$ cat src/hw/rtl/caf_lpcm_stream_parser_macros.svh
// Assertion macros used by the CAF stream parser top level.
`ifndef CAF_LPCM_STREAM_PARSER_MACROS_SVH
`define CAF_LPCM_STREAM_PARSER_MACROS_SVH

// Same-cycle implication, sampled on aclk and held off during reset.
`define CAF_ASSERT_IMP(lbl, ante, cons) \
    lbl: assert property (@(posedge aclk) disable iff (!aresetn) (ante) |-> (cons)) \
        else $error("caf parser check failed");

// Next-cycle implication, sampled on aclk and held off during reset.
`define CAF_ASSERT_NXT(lbl, ante, cons) \
    lbl: assert property (@(posedge aclk) disable iff (!aresetn) (ante) |=> (cons)) \
        else $error("caf parser check failed");

`endif

$ cat src/hw/rtl/caflpcm_pkg.sv
// Shared constants, codes and controller/datapath interface types.
package caflpcm_pkg;

    localparam int unsigned CafHeaderSize      = 8;
    localparam int unsigned CafChunkHeaderSize = 12;
    localparam int unsigned CafDescSize        = 32;
    localparam int unsigned CafEditCountSize   = 4;
    localparam logic [31:0] LpcmFlags          = 32'd2;
    localparam logic [31:0] BitsPerChannel     = 32'd16;

    localparam logic [31:0] TAG_CAFF = 32'h6361_6666;
    localparam logic [31:0] TAG_DESC = 32'h6465_7363;
    localparam logic [31:0] TAG_DATA = 32'h6461_7461;
    localparam logic [31:0] TAG_LPCM = 32'h6C70_636D;

    localparam int unsigned OutDataW = 69;

    // File walk phases.
    localparam logic [1:0] PH_FILE    = 2'd0;
    localparam logic [1:0] PH_CHUNK   = 2'd1;
    localparam logic [1:0] PH_PAYLOAD = 2'd2;

    // Verdict status codes.
    localparam logic [3:0] ST_OK        = 4'd0;
    localparam logic [3:0] ST_BAD_SIG   = 4'd1;
    localparam logic [3:0] ST_BAD_DESC  = 4'd2;
    localparam logic [3:0] ST_TRUNC     = 4'd3;
    localparam logic [3:0] ST_SHORT     = 4'd4;
    localparam logic [3:0] ST_NO_DESC   = 4'd5;
    localparam logic [3:0] ST_NO_SAMP   = 4'd6;
    localparam logic [3:0] ST_ODD       = 4'd7;
    localparam logic [3:0] ST_NOT_WHOLE = 4'd8;

    typedef struct packed {
        logic accept;
        logic desc_check;
        logic mod_load;
        logic mod_step;
        logic load_verdict;
        logic clear;
    } cmd_t;

    typedef struct packed {
        logic samp_pend;
    } stat_t;

endpackage

$ cat src/hw/rtl/caflpcm_dp.sv
// Datapath: file walk registers, desc store, rate rounding, modulo unit, output register.
module caflpcm_dp (
    input  logic                 aclk,
    input  logic                 aresetn,
    input  caflpcm_pkg::cmd_t    cmd,
    output caflpcm_pkg::stat_t   stat,
    input  logic [7:0]           in_byte,
    output logic                 out_kind,
    output logic [caflpcm_pkg::OutDataW-1:0] out_data
);
    import caflpcm_pkg::*;

    logic [1:0]  phase_reg, phase_next;
    logic [3:0]  hidx_reg, hidx_next;
    logic [31:0] tag_reg, tag_next;
    logic [63:0] len_reg, len_next;
    logic [63:0] left_reg, left_next;
    logic [5:0]  pos_reg, pos_next;
    logic        par_reg, par_next;
    logic        have_reg, have_next;
    logic [31:0] rate_reg, rate_next;
    logic [15:0] ch_reg, ch_next;
    logic        seen_reg, seen_next;
    logic [63:0] bytes_reg, bytes_next;
    logic [7:0]  low_reg, low_next;
    logic [3:0]  err_reg, err_next;
    logic        dpend_reg, dpend_next;
    logic        spend_reg, spend_next;
    logic [16:0] rem_reg, rem_next;
    logic [63:0] quo_reg, quo_next;
    logic [OutDataW-1:0] odata_reg, odata_next;
    logic        okind_reg, okind_next;

    logic [7:0]  desc_mem [CafDescSize];
    logic        wr_en;
    logic [4:0]  wr_addr;

    logic [63:0] len_hdr;
    logic        fin;
    logic [63:0] fin_len;
    logic [7:0]  sig_byte;

    // Desc fields and rounding.
    logic [63:0] bits;
    logic [31:0] fmt, flags, pkt, chv, bpc;
    logic [10:0] ex;
    logic [52:0] man;
    logic [5:0]  sh;
    logic [53:0] man_rnd;
    logic [53:0] man_shr;
    logic        desc_bad;

    logic [17:0] mod_t;
    logic [16:0] divisor;
    logic [3:0]  st;

    assign len_hdr = {len_reg[55:0], in_byte};
    assign divisor = {ch_reg, 1'b0};
    assign mod_t   = {rem_reg, quo_reg[63]};

    always_comb begin
        unique case (hidx_reg[1:0])
            2'd0:    sig_byte = TAG_CAFF[31:24];
            2'd1:    sig_byte = TAG_CAFF[23:16];
            2'd2:    sig_byte = TAG_CAFF[15:8];
            default: sig_byte = TAG_CAFF[7:0];
        endcase
    end

    always_comb begin
        bits  = {desc_mem[0], desc_mem[1], desc_mem[2], desc_mem[3],
                 desc_mem[4], desc_mem[5], desc_mem[6], desc_mem[7]};
        fmt   = {desc_mem[8], desc_mem[9], desc_mem[10], desc_mem[11]};
        flags = {desc_mem[12], desc_mem[13], desc_mem[14], desc_mem[15]};
        pkt   = {desc_mem[16], desc_mem[17], desc_mem[18], desc_mem[19]};
        chv   = {desc_mem[24], desc_mem[25], desc_mem[26], desc_mem[27]};
        bpc   = {desc_mem[28], desc_mem[29], desc_mem[30], desc_mem[31]};
        ex    = bits[62:52];
        man   = {1'b1, bits[51:0]};
        sh    = 6'(11'd1075 - ex);
        man_rnd = {1'b0, man} + (54'd1 << (sh - 6'd1));
        man_shr = man_rnd >> sh;
        desc_bad = (fmt != TAG_LPCM) || (flags != LpcmFlags) || (bpc != BitsPerChannel)
                || bits[63] || (ex < 11'd1023) || (ex > 11'd1054)
                || ((ex == 11'd1054) && (man > (53'hFFFF_FFFF << 21)))
                || (chv == 32'd0) || (chv > 32'd65535) || (pkt != {chv[30:0], 1'b0});
    end

    // Verdict status in check order; the modulo remainder is final by now.
    always_comb begin
        if (err_reg != ST_OK)                                st = err_reg;
        else if (phase_reg == PH_FILE)                       st = ST_BAD_SIG;
        else if (phase_reg == PH_PAYLOAD && left_reg != 64'd0) st = ST_TRUNC;
        else if (!have_reg)                                  st = ST_NO_DESC;
        else if (!seen_reg || bytes_reg == 64'd0)            st = ST_NO_SAMP;
        else if (bytes_reg[0])                               st = ST_ODD;
        else if (ch_reg == 16'd0 || rem_reg != 17'd0)        st = ST_NOT_WHOLE;
        else                                                 st = ST_OK;
    end

    always_comb begin
        phase_next = phase_reg;
        hidx_next  = hidx_reg;
        tag_next   = tag_reg;
        len_next   = len_reg;
        left_next  = left_reg;
        pos_next   = pos_reg;
        par_next   = par_reg;
        have_next  = have_reg;
        rate_next  = rate_reg;
        ch_next    = ch_reg;
        seen_next  = seen_reg;
        bytes_next = bytes_reg;
        low_next   = low_reg;
        err_next   = err_reg;
        dpend_next = dpend_reg;
        spend_next = spend_reg;
        rem_next   = rem_reg;
        quo_next   = quo_reg;
        odata_next = odata_reg;
        okind_next = okind_reg;
        wr_en      = 1'b0;
        wr_addr    = pos_reg[4:0];
        fin        = 1'b0;
        fin_len    = len_reg;

        if (cmd.clear) begin
            phase_next = PH_FILE;
            hidx_next  = 4'd0;
            tag_next   = 32'd0;
            len_next   = 64'd0;
            left_next  = 64'd0;
            pos_next   = 6'd0;
            par_next   = 1'b0;
            have_next  = 1'b0;
            rate_next  = 32'd0;
            ch_next    = 16'd0;
            seen_next  = 1'b0;
            bytes_next = 64'd0;
            low_next   = 8'd0;
            err_next   = ST_OK;
            dpend_next = 1'b0;
            spend_next = 1'b0;
        end else if (cmd.accept) begin
            spend_next = 1'b0;
            if (err_reg == ST_OK) begin
                unique case (phase_reg)
                    PH_FILE: begin
                        if (hidx_reg < 4'd4 && in_byte != sig_byte) err_next = ST_BAD_SIG;
                        hidx_next = hidx_reg + 4'd1;
                        if (hidx_reg == 4'(CafHeaderSize - 1)) begin
                            phase_next = PH_CHUNK;
                            hidx_next  = 4'd0;
                        end
                    end
                    PH_CHUNK: begin
                        if (hidx_reg < 4'd4) begin
                            tag_next = {tag_reg[23:0], in_byte};
                            if (hidx_reg == 4'd3) len_next = 64'd0;
                        end else begin
                            len_next = len_hdr;
                        end
                        hidx_next = hidx_reg + 4'd1;
                        if (hidx_reg == 4'(CafChunkHeaderSize - 1)) begin
                            left_next  = len_hdr;
                            phase_next = PH_PAYLOAD;
                            pos_next   = 6'd0;
                            par_next   = 1'b0;
                            if (tag_reg == TAG_DATA && len_hdr >= 64'(CafEditCountSize)) begin
                                seen_next  = 1'b1;
                                bytes_next = len_hdr - 64'(CafEditCountSize);
                            end
                            if (len_hdr == 64'd0) begin
                                fin     = 1'b1;
                                fin_len = len_hdr;
                            end
                        end
                    end
                    default: begin
                        if (tag_reg == TAG_DESC && !pos_reg[5]) wr_en = 1'b1;
                        if (tag_reg == TAG_DATA && pos_reg >= 6'd4) begin
                            if (!par_reg) begin
                                low_next = in_byte;
                            end else begin
                                spend_next = 1'b1;
                                okind_next = 1'b0;
                                odata_next = '0;
                                odata_next[15:0] = {in_byte, low_reg};
                                odata_next[16]   = (pos_reg == 6'd5);
                            end
                        end
                        // Position saturates past the desc size; parity keeps counting.
                        if (!pos_reg[5]) pos_next = pos_reg + 6'd1;
                        par_next  = ~par_reg;
                        left_next = left_reg - 64'd1;
                        if (left_reg == 64'd1) fin = 1'b1;
                    end
                endcase
                if (fin) begin
                    if (tag_reg == TAG_DESC) begin
                        if (fin_len < 64'(CafDescSize)) err_next = ST_BAD_DESC;
                        else dpend_next = 1'b1;
                    end else if (tag_reg == TAG_DATA && fin_len < 64'(CafEditCountSize)) begin
                        err_next = ST_SHORT;
                    end
                    phase_next = PH_CHUNK;
                    hidx_next  = 4'd0;
                end
            end
        end else if (cmd.desc_check) begin
            if (dpend_reg) begin
                dpend_next = 1'b0;
                if (desc_bad) begin
                    err_next = ST_BAD_DESC;
                end else begin
                    rate_next = man_shr[31:0];
                    ch_next   = chv[15:0];
                    have_next = 1'b1;
                end
            end
        end else if (cmd.mod_load) begin
            rem_next = 17'd0;
            quo_next = bytes_reg;
        end else if (cmd.mod_step) begin
            quo_next = {quo_reg[62:0], 1'b0};
            if (mod_t >= {1'b0, divisor}) rem_next = 17'(mod_t - {1'b0, divisor});
            else rem_next = mod_t[16:0];
        end else if (cmd.load_verdict) begin
            okind_next = 1'b1;
            odata_next = '0;
            odata_next[20:17] = st;
            if (st == ST_OK) begin
                odata_next[52:21] = rate_reg;
                odata_next[68:53] = ch_reg;
            end
        end
    end

    always_ff @(posedge aclk) begin
        if (wr_en) desc_mem[wr_addr] <= in_byte;
    end

    always_ff @(posedge aclk) begin
        if (!aresetn) begin
            phase_reg <= PH_FILE;
            hidx_reg  <= 4'd0;
            tag_reg   <= 32'd0;
            len_reg   <= 64'd0;
            left_reg  <= 64'd0;
            pos_reg   <= 6'd0;
            par_reg   <= 1'b0;
            have_reg  <= 1'b0;
            rate_reg  <= 32'd0;
            ch_reg    <= 16'd0;
            seen_reg  <= 1'b0;
            bytes_reg <= 64'd0;
            low_reg   <= 8'd0;
            err_reg   <= ST_OK;
            dpend_reg <= 1'b0;
            spend_reg <= 1'b0;
        end else begin
            phase_reg <= phase_next;
            hidx_reg  <= hidx_next;
            tag_reg   <= tag_next;
            len_reg   <= len_next;
            left_reg  <= left_next;
            pos_reg   <= pos_next;
            par_reg   <= par_next;
            have_reg  <= have_next;
            rate_reg  <= rate_next;
            ch_reg    <= ch_next;
            seen_reg  <= seen_next;
            bytes_reg <= bytes_next;
            low_reg   <= low_next;
            err_reg   <= err_next;
            dpend_reg <= dpend_next;
            spend_reg <= spend_next;
        end
    end

    always_ff @(posedge aclk) begin
        rem_reg   <= rem_next;
        quo_reg   <= quo_next;
        odata_reg <= odata_next;
        okind_reg <= okind_next;
    end

    assign stat.samp_pend = spend_reg;
    assign out_kind = okind_reg;
    assign out_data = odata_reg;

endmodule

$ cat src/hw/rtl/caflpcm_ctrl.sv
// Controller: sequences byte intake, desc check, sample handoff, modulo and verdict.
module caflpcm_ctrl (
    input  logic                aclk,
    input  logic                aresetn,
    input  logic                s_tvalid,
    output logic                s_tready,
    input  logic                s_tlast,
    output logic                m_tvalid,
    input  logic                m_tready,
    output caflpcm_pkg::cmd_t   cmd,
    input  caflpcm_pkg::stat_t  stat
);
    import caflpcm_pkg::*;

    localparam logic [2:0] S_IDLE  = 3'd0;
    localparam logic [2:0] S_DESC  = 3'd1;
    localparam logic [2:0] S_OUTS  = 3'd2;
    localparam logic [2:0] S_MODL  = 3'd3;
    localparam logic [2:0] S_MODS  = 3'd4;
    localparam logic [2:0] S_VLOAD = 3'd5;
    localparam logic [2:0] S_OUTV  = 3'd6;

    logic [2:0] state_reg, state_next;
    logic       last_reg, last_next;
    logic       valid_reg, valid_next;
    logic [5:0] cnt_reg, cnt_next;

    always_comb begin
        state_next = state_reg;
        last_next  = last_reg;
        valid_next = valid_reg;
        cnt_next   = cnt_reg;
        cmd        = '0;
        unique case (state_reg)
            S_IDLE: begin
                if (s_tvalid) begin
                    cmd.accept = 1'b1;
                    last_next  = s_tlast;
                    state_next = S_DESC;
                end
            end
            S_DESC: begin
                cmd.desc_check = 1'b1;
                if (stat.samp_pend) begin
                    valid_next = 1'b1;
                    state_next = S_OUTS;
                end else if (last_reg) begin
                    state_next = S_MODL;
                end else begin
                    state_next = S_IDLE;
                end
            end
            S_OUTS: begin
                if (m_tready) begin
                    valid_next = 1'b0;
                    state_next = last_reg ? S_MODL : S_IDLE;
                end
            end
            S_MODL: begin
                cmd.mod_load = 1'b1;
                cnt_next     = 6'd0;
                state_next   = S_MODS;
            end
            S_MODS: begin
                cmd.mod_step = 1'b1;
                cnt_next     = cnt_reg + 6'd1;
                if (cnt_reg == 6'd63) state_next = S_VLOAD;
            end
            S_VLOAD: begin
                cmd.load_verdict = 1'b1;
                valid_next       = 1'b1;
                state_next       = S_OUTV;
            end
            S_OUTV: begin
                if (m_tready) begin
                    valid_next = 1'b0;
                    cmd.clear  = 1'b1;
                    state_next = S_IDLE;
                end
            end
            default: state_next = S_IDLE;
        endcase
    end

    always_ff @(posedge aclk) begin
        if (!aresetn) begin
            state_reg <= S_IDLE;
            last_reg  <= 1'b0;
            valid_reg <= 1'b0;
            cnt_reg   <= 6'd0;
        end else begin
            state_reg <= state_next;
            last_reg  <= last_next;
            valid_reg <= valid_next;
            cnt_reg   <= cnt_next;
        end
    end

    assign s_tready = (state_reg == S_IDLE);
    assign m_tvalid = valid_reg;

endmodule

$ cat src/hw/rtl/caf_lpcm_stream_parser.sv
// CAF 16-bit linear PCM stream parser: one file byte per input beat, samples and a verdict out.
// Each byte passes through intake, then the desc check slot; a byte that completes a
// sample is handed off as an output beat before the next byte is taken. The last byte of
// a file runs a bit-serial modulo of the 64-bit data byte count by the packet size, a load
// step then shift-and-subtract steps, then the verdict is loaded and presented; after the
// verdict is taken the parse state is cleared and the next byte starts a new file. Samples
// stream out before the verdict is known.
module caf_lpcm_stream_parser (
    input  logic        aclk,
    input  logic        aresetn,
    input  logic        s_tvalid,
    output logic        s_tready,
    input  logic [7:0]  s_tdata,   // [7:0] in_byte
    input  logic        s_tlast,   // is_last
    output logic        m_tvalid,
    input  logic        m_tready,
    output logic [71:0] m_tdata,   // [15:0] sample, [16] chunk_first, [20:17] status,
                                   // [52:21] rate, [68:53] channels, rest zero
    output logic        m_tuser,   // kind
    output logic        m_tlast    // done_res
);
    import caflpcm_pkg::*;
    `include "caf_lpcm_stream_parser_macros.svh"

    cmd_t  cmd;
    stat_t stat;
    logic  out_kind;
    logic [OutDataW-1:0] out_data;

    caflpcm_ctrl u_ctrl (
        .aclk     (aclk),
        .aresetn  (aresetn),
        .s_tvalid (s_tvalid),
        .s_tready (s_tready),
        .s_tlast  (s_tlast),
        .m_tvalid (m_tvalid),
        .m_tready (m_tready),
        .cmd      (cmd),
        .stat     (stat)
    );

    caflpcm_dp u_dp (
        .aclk     (aclk),
        .aresetn  (aresetn),
        .cmd      (cmd),
        .stat     (stat),
        .in_byte  (s_tdata),
        .out_kind (out_kind),
        .out_data (out_data)
    );

    assign m_tdata = {3'b000, out_data};
    assign m_tuser = out_kind;
    assign m_tlast = out_kind;

    `CAF_ASSERT_IMP(a_no_intake_while_out, s_tvalid && s_tready, !m_tvalid)
    `CAF_ASSERT_IMP(a_sample_has_ok_status, m_tvalid && !m_tuser, m_tdata[52:17] == 36'd0)
    `CAF_ASSERT_NXT(a_ready_after_verdict, m_tvalid && m_tready && m_tlast, s_tready && !m_tvalid)

endmodule

$ cat config.mk
export PLATFORM = sky130hd
export DESIGN_NAME = caf_lpcm_stream_parser
export DESIGN_NICKNAME = d
export VERILOG_FILES = /design/src/hw/rtl/caflpcm_pkg.sv /design/src/hw/rtl/caflpcm_dp.sv /design/src/hw/rtl/caflpcm_ctrl.sv /design/src/hw/rtl/caf_lpcm_stream_parser.sv
export VERILOG_INCLUDE_DIRS = /design/src /design/src/hw/rtl
export SDC_FILE = /design/constraint.sdc
export NUM_CORES = 2
export LEC_CHECK = 0
export BUFFER_PORTS_ARGS = -buffer_cell sky130_fd_sc_hd__clkbuf_2
export CAP_MARGIN = 20
export CORE_ASPECT_RATIO = 1.5
export CORE_MARGIN = 2
export CORE_UTILIZATION = 26
export DETAILED_ROUTE_END_ITERATION = 12
export PLACE_DENSITY = 0.5
export SYNTH_ARGS = -nofsm -noshare
export SYNTH_HDL_FRONTEND = slang
export SYNTH_SLANG_ARGS = --single-unit
export TNS_END_PERCENT = 20
$ cat constraint.sdc
create_clock -name aclk -period 13.6 [get_ports aclk]
set_clock_uncertainty 0.15 [all_clocks]
set_input_delay 0.68 -clock aclk [delete_from_list [all_inputs] [get_ports aclk]]
set_output_delay 0.68 -clock aclk [all_outputs]
set_load 0.02 [all_outputs]
Word-level counts from Yosys, hierarchy flattened

Memory sizes are Yosys's and may differ from the RTL's.
Index checks and enable logic that the tools add are counted.

Flip-flop bits (word level): 463
RAM bits: 256
Memories: 1
Logic and storage cells: 265
Output and inout port bits: 76

Memories:

| name          | depth | width | rd ports | clocked after memory_dff | write ports | RTL line         | text |
|---|---|---|---|---|---|---|---|
| u_dp.desc_mem | 32    | 8     | 28       | 0                        | 1           | caflpcm_dp.sv:34 | `logic [7:0] desc_mem [CafDescSize];` |

Reduce and logical (&&, ||, !) cells: 59
Shifts and indexed selects: 2
Add/subtract/negate cells: 9
Equal/unequal tests: 44
Mux-type cells: 107
$lt $le $gt $ge: 10
Bitwise gates (word level): 8

Operator list:

| operator                | number |
|---|---|
| $mux W64                | 11 |
| $mux W69                | 9 |
| $logic_not A64 Y1       | 2 |
| $pmux W64 S2            | 1 |
| $mux W4                 | 20 |
| $eq A32 B31 Y1 const B  | 2 |
| $eq A64 B1 Y1 const B   | 1 |
| $ge A64 B3 Y1 const B   | 1 |
| $lt A64 B3 Y1 const B   | 1 |
| $lt A64 B6 Y1 const B   | 1 |
| $reduce_bool A64 Y1     | 1 |
| $sub A64 B1 Y64 const B | 1 |
| $sub A64 B3 Y64 const B | 1 |
| $add A53 B54 Y54        | 1 |
| $shl A1 B6 Y54 const A  | 1 |
| $shr A54 B6 Y32         | 1 |
| $gt A53 B53 Y1 const B  | 1 |
| $mux W48                | 1 |
| $mux W1                 | 43 |
| $mux W17                | 2 |
| $gt A32 B16 Y1 const B  | 1 |
| $logic_not A32 Y1       | 1 |
| $ne A32 B2 Y1 const B   | 1 |
| $ne A32 B31 Y1 const B  | 1 |
| 56 further kinds        | 133 |

Depth between registers and ports, before layout

Depth after elaboration: 16
Mapped depth: 28

Hierarchy

From an unflattened synthesis, not the netlist that was laid out.

Cell total of the unflattened synthesis: 4,023
Area total of the unflattened synthesis: 37,473.4 µm²

By module, submodules not included:

| module                 | cells an instance | seq. area each (µm²) | instances | area an instance (µm²) |
|---|---|---|---|---|
| caflpcm_dp             | 3,936             | 17,286.6             | 1         | 36,792.8 |
| caflpcm_ctrl           | 82                | 220.2                | 1         | 646.9 |
| caf_lpcm_stream_parser | 5                 | 0.0                  | 1         | 33.8 |

Worst setup path after synthesis

OpenSTA, ideal clock, no wires.

Path type: register to register
Start: mem u_dp.desc_mem[1][6]
End: reg u_dp.rate_reg[5]
Setup slack: 6.868 ns
Arrival time: 6.463 ns
Cell stages (with the launch flop): 29
Cell sequence: edfxtp_1 clkbuf_1 clkinv_1 buf_1 clkbuf_1 clkbuf_1 ha_1 clkbuf_1 nor2_1 nand2_1 a22o_1 a21oi_1 or2_2 clkbuf_1 nor2_1 ha_1 buf_6 and4_1 and2_4 a221oi_4 a21oi_2 or3_1 and2_4 mux2_2 mux2_2 a2111o_1 a32oi_1 o21ai_1 o21bai_1

RTL lines:

| element              | RTL line          | text |
|---|---|---|
| from (decl)          | caflpcm_dp.sv:34  |  |
| to (signal assigned) | caflpcm_dp.sv:270 | `rate_reg <= rate_next;` |
| to (decl)            | caflpcm_dp.sv:21  | `logic [31:0] rate_reg, rate_next;` |

==> impl_summary.log <==
INFO  metric outcome = finished clean
INFO  metric fp.dieArea = 146000 sq um
INFO  metric vias = 31200
INFO  metric ys.warnings.count = 0
INFO  metric path_max_fanout = 35
INFO  metric number_of_flip_flops_in_the_largest_register = 224
INFO  metric worstSetupStartpointType = flip-flop
INFO  metric placement_rows = 170
INFO  metric cp_data_arrival_time = 8080 ps
INFO  metric final_critical_path_setup_slack = 5900 ps
INFO  metric synth_ff_type = sky130_fd_sc_hd__edfxtp_1
INFO  metric p_total = 0.00427 W
INFO  metric global_route_wire_length_before_repair = 200000 microns
INFO  metric initial_antenna_violation_count = 6
INFO  metric cts-resized-gates = 0
INFO  metric synth_top_cells_by_count = sky130_fd_sc_hd__nand2_1 (581), sky130_fd_sc_hd__nor2_1 (485), sky130_fd_sc_hd__edfxtp_1 (375), sky130_fd_sc_hd__dfxtp_1 (312), sky130_fd_sc_hd__a21oi_1 (248)
INFO  metric ir_worst_vdd = 83.4 uV
INFO  metric final_max_slew_viol_count = 0
INFO  metric root_buffer = sky130_fd_sc_hd__clkbuf_16
INFO  metric seq_area = 17500 sq um
INFO  metric clock_sinks = 687
INFO  metric viasPerCell = 5.24
INFO  metric post_synth.cell_area_avg = 9.22 sq um
INFO  metric cts.hold.buffers_added = 0
INFO  metric worst_setup_path_startpoint = u_dp.desc_mem[1][4]
INFO  metric hold_path_startpoint = s_tlast
INFO  metric clk_pin_slew = 60 ps
INFO  metric first_global_vias = 30800
INFO  metric multi_input_area = 18400 sq um
INFO  metric areaGrowthSynthToFinish = 12.6%
INFO  metric netlist_top_cells_area = sky130_fd_sc_hd__edfxtp_1 (30%), sky130_fd_sc_hd__dfxtp_1 (17%), sky130_fd_sc_hd__nand2_1 (5.9%)
INFO  metric hold_critical_path_depth = 3
INFO  metric post-route-util = 29.4%
INFO  metric drt-total-wl = 135000 microns
INFO  metric syn_area = 37200 sq um
INFO  metric crit_path_end_kind = flip-flop
INFO  metric remaining_drc_errors = 0
INFO  metric final_design_area_no_fill = 41900 sq um
INFO  metric area_share_of_the_largest_cell_type_after_synthesis = 30.3%
INFO  metric routedWlPerCell = 22.7 microns
INFO  metric cts-buffers-inserted = 75
INFO  metric max_cap_viol_count = 0
INFO  metric place.port_buffers = 85
INFO  metric proportion_of_layout_cells_with_a_drive_suffix_above_1 = 9.73%
INFO  metric timing_worst_setup_path_type = reg2reg
INFO  metric place.gp.congestion = 1.03
INFO  metric worst_r2r_path_depth = 24
INFO  metric h-tree-depth = 3
INFO  metric pin_count = 89
INFO  metric design.core.area = 143000 sq um
INFO  metric ys_ff_latch = 687
INFO  metric groute.usage.overall = 18.1%
INFO  metric async_flop_share = 0%
INFO  metric synth-edff-count = 375
INFO  metric layout_worst_path_cycle_share = 56.6%
INFO  metric grt_setup_unrepaired = false
INFO  metric regMostFlops = u_dp.desc_mem
INFO  metric dieWidth = 313 microns
INFO  metric hp-class = in2reg
INFO  metric synth_seq_area_share = 47.1%
INFO  metric finalHoldViolCount = 0
INFO  metric detail_route.first_pass.iterations = 5
INFO  metric postCtsSetupRepairBufs = 0
INFO  metric dp_slack = 6060 ps
INFO  metric tritoncts = yes
INFO  metric insertion_delay = 680 ps
INFO  metric dr.first_iter.drc_count = 2457
INFO  metric die_h = 467 microns
INFO  metric setup_tns_after_final_layout = 0 ps
INFO  metric dp_hpwl = 97900 microns
INFO  metric synth.distinct_cells = 116
INFO  metric grt-ovfl-total = 0
INFO  metric clock_tree.buffer_depth = 3
INFO  metric finalSetupViolCount = 0
INFO  metric worst_slew_margin_rel = 30.2%
INFO  metric synthDominantAreaCellType = sky130_fd_sc_hd__edfxtp_1
INFO  metric cp.required = 13980 ps
INFO  metric timing_worst_slew_pin_value = 1050 ps
INFO  metric yosysMostFrequentCell = sky130_fd_sc_hd__nand2_1
INFO  metric max_freq = 130 MHz
INFO  metric start_util = 26.1%
INFO  metric crit_reg_reg_startpoint = u_dp.desc_mem[1][4]
INFO  metric synth_cells = 4034
INFO  metric final_nets = 4097
INFO  metric p_per_area = 102 nW/um^2
INFO  metric place_area = 39500 sq um
INFO  metric fill_cells = 15100
INFO  metric route.antenna.remaining_nets = 0
INFO  metric maximum_number_of_pins_on_one_net_before_global_route_repair = 167
INFO  metric total_leakage_power = 14.5 nW
INFO  metric timing.final.crit_period = 7700 ps
[worst paths after layout]
kind              slack (ps)                end
hold / removal            90    u_ctrl.last_reg
setup / recovery        5900  u_dp.rate_reg[27]
hold reg to reg          290  u_dp.rate_reg[31]
setup reg to reg        5900  u_dp.rate_reg[27]
[cell type report]
class	instances	area share (%)
multi-input cells	3012	44.0
flip-flops and latches	687	41.8
well taps	1892	5.65
clock buffers	115	5.18
repair buffers	152	2.33
inverters	72	0.645
clock inverters	22	0.430
diodes	2	0.0119
[logic make-up (layout without fill, tap and decap cells)]
family,count (synthesis),in the layout,share of synthesized area [%]
buffers and inverters,337,361,3.65
flip-flops,687,687,47.1
other,1,5,0.0101
AND/OR/NAND/NOR,1708,1708,21.7
adder cells (fa/ha/maj),84,84,2.87
XOR/XNOR,143,143,3.37
multiplexers,130,130,4.29
AO/OA/AOI/OAI,944,944,17.0
[stage by stage]
stage               instances  hold slack [ps]
floorplan                4036              267
global placement         5809              286
detailed placement       5813              284
CTS                      5950             47.3
global route             5952              125
finish                   5954             87.4
[power by group]
part	internal (W)	switching (W)
Combinational	0.0000195	0.0000783
Clock	0.00113	0.000863
Sequential	0.00218	0.00000391
[per-layer routing]
metal,GRT usage [%],wire [microns],part of all wire [%]
met4,9.66,7350,5.4
met5,0,0,0
met1,20.1,52000,38
met3,2.24,5730,4.2
met2,33.3,70200,52
[critical path: stages, from the launching register on]
cell,delay [ps]
sky130_fd_sc_hd__edfxtp_1,320
sky130_fd_sc_hd__buf_4,470
sky130_fd_sc_hd__inv_1,190
sky130_fd_sc_hd__buf_4,280
sky130_fd_sc_hd__nor2_1,200
sky130_fd_sc_hd__buf_4,190
sky130_fd_sc_hd__nand2_1,130
sky130_fd_sc_hd__a22o_1,250
sky130_fd_sc_hd__a21oi_1,570
sky130_fd_sc_hd__nand2b_1,370
sky130_fd_sc_hd__nor3_1,80
sky130_fd_sc_hd__ha_1,470
sky130_fd_sc_hd__nand4_1,500
sky130_fd_sc_hd__nor4_1,400
sky130_fd_sc_hd__buf_2,240
sky130_fd_sc_hd__nand2_1,120
sky130_fd_sc_hd__a311oi_1,470
sky130_fd_sc_hd__a211oi_2,220
sky130_fd_sc_hd__o211ai_2,430
sky130_fd_sc_hd__xor2_1,130
sky130_fd_sc_hd__a221o_1,470
sky130_fd_sc_hd__mux2i_1,330
sky130_fd_sc_hd__o2bb2ai_1,200
sky130_fd_sc_hd__mux2i_1,230
sky130_fd_sc_hd__o21ai_0,100
[placed cells by master, fill, tap and decap left out, types with 14 or more instances in the layout]
| cell | n |
|---|---|
| sky130_fd_sc_hd__nor3_1 | 122 |
| sky130_fd_sc_hd__o21a_1 | 24 |
| sky130_fd_sc_hd__nand3_1 | 81 |
| sky130_fd_sc_hd__o21ai_0 | 146 |
| sky130_fd_sc_hd__o211ai_1 | 26 |
| sky130_fd_sc_hd__edfxtp_1 | 375 |
| sky130_fd_sc_hd__mux2i_1 | 88 |
| sky130_fd_sc_hd__nor4_1 | 101 |
| sky130_fd_sc_hd__a31oi_1 | 30 |
| sky130_fd_sc_hd__clkbuf_2 | 85 |
| sky130_fd_sc_hd__mux2_2 | 21 |
| sky130_fd_sc_hd__inv_1 | 68 |
| sky130_fd_sc_hd__nand2_1 | 578 |
| sky130_fd_sc_hd__mux4_2 | 20 |
| sky130_fd_sc_hd__ha_1 | 82 |
| sky130_fd_sc_hd__o22ai_1 | 28 |
| sky130_fd_sc_hd__nand2b_1 | 23 |
| sky130_fd_sc_hd__o31ai_1 | 22 |
| sky130_fd_sc_hd__clkbuf_1 | 28 |
| sky130_fd_sc_hd__and2_1 | 71 |
| sky130_fd_sc_hd__clkbuf_16 | 77 |
| sky130_fd_sc_hd__nor2_1 | 484 |
| sky130_fd_sc_hd__o21ai_1 | 28 |
| sky130_fd_sc_hd__a21oi_1 | 248 |
| sky130_fd_sc_hd__dfxtp_1 | 312 |
| sky130_fd_sc_hd__xor2_1 | 44 |
| sky130_fd_sc_hd__or3_1 | 28 |
| sky130_fd_sc_hd__nand4_1 | 64 |
| sky130_fd_sc_hd__a21o_1 | 32 |
| sky130_fd_sc_hd__xnor2_1 | 97 |
| sky130_fd_sc_hd__a22oi_1 | 97 |
| sky130_fd_sc_hd__buf_4 | 62 |
| sky130_fd_sc_hd__a211oi_1 | 96 |
| sky130_fd_sc_hd__or4_1 | 16 |
| sky130_fd_sc_hd__and3_1 | 17 |
| sky130_fd_sc_hd__nor2b_1 | 18 |
| sky130_fd_sc_hd__a311oi_1 | 14 |
Note: power is estimated with default switching activity, not from simulation.
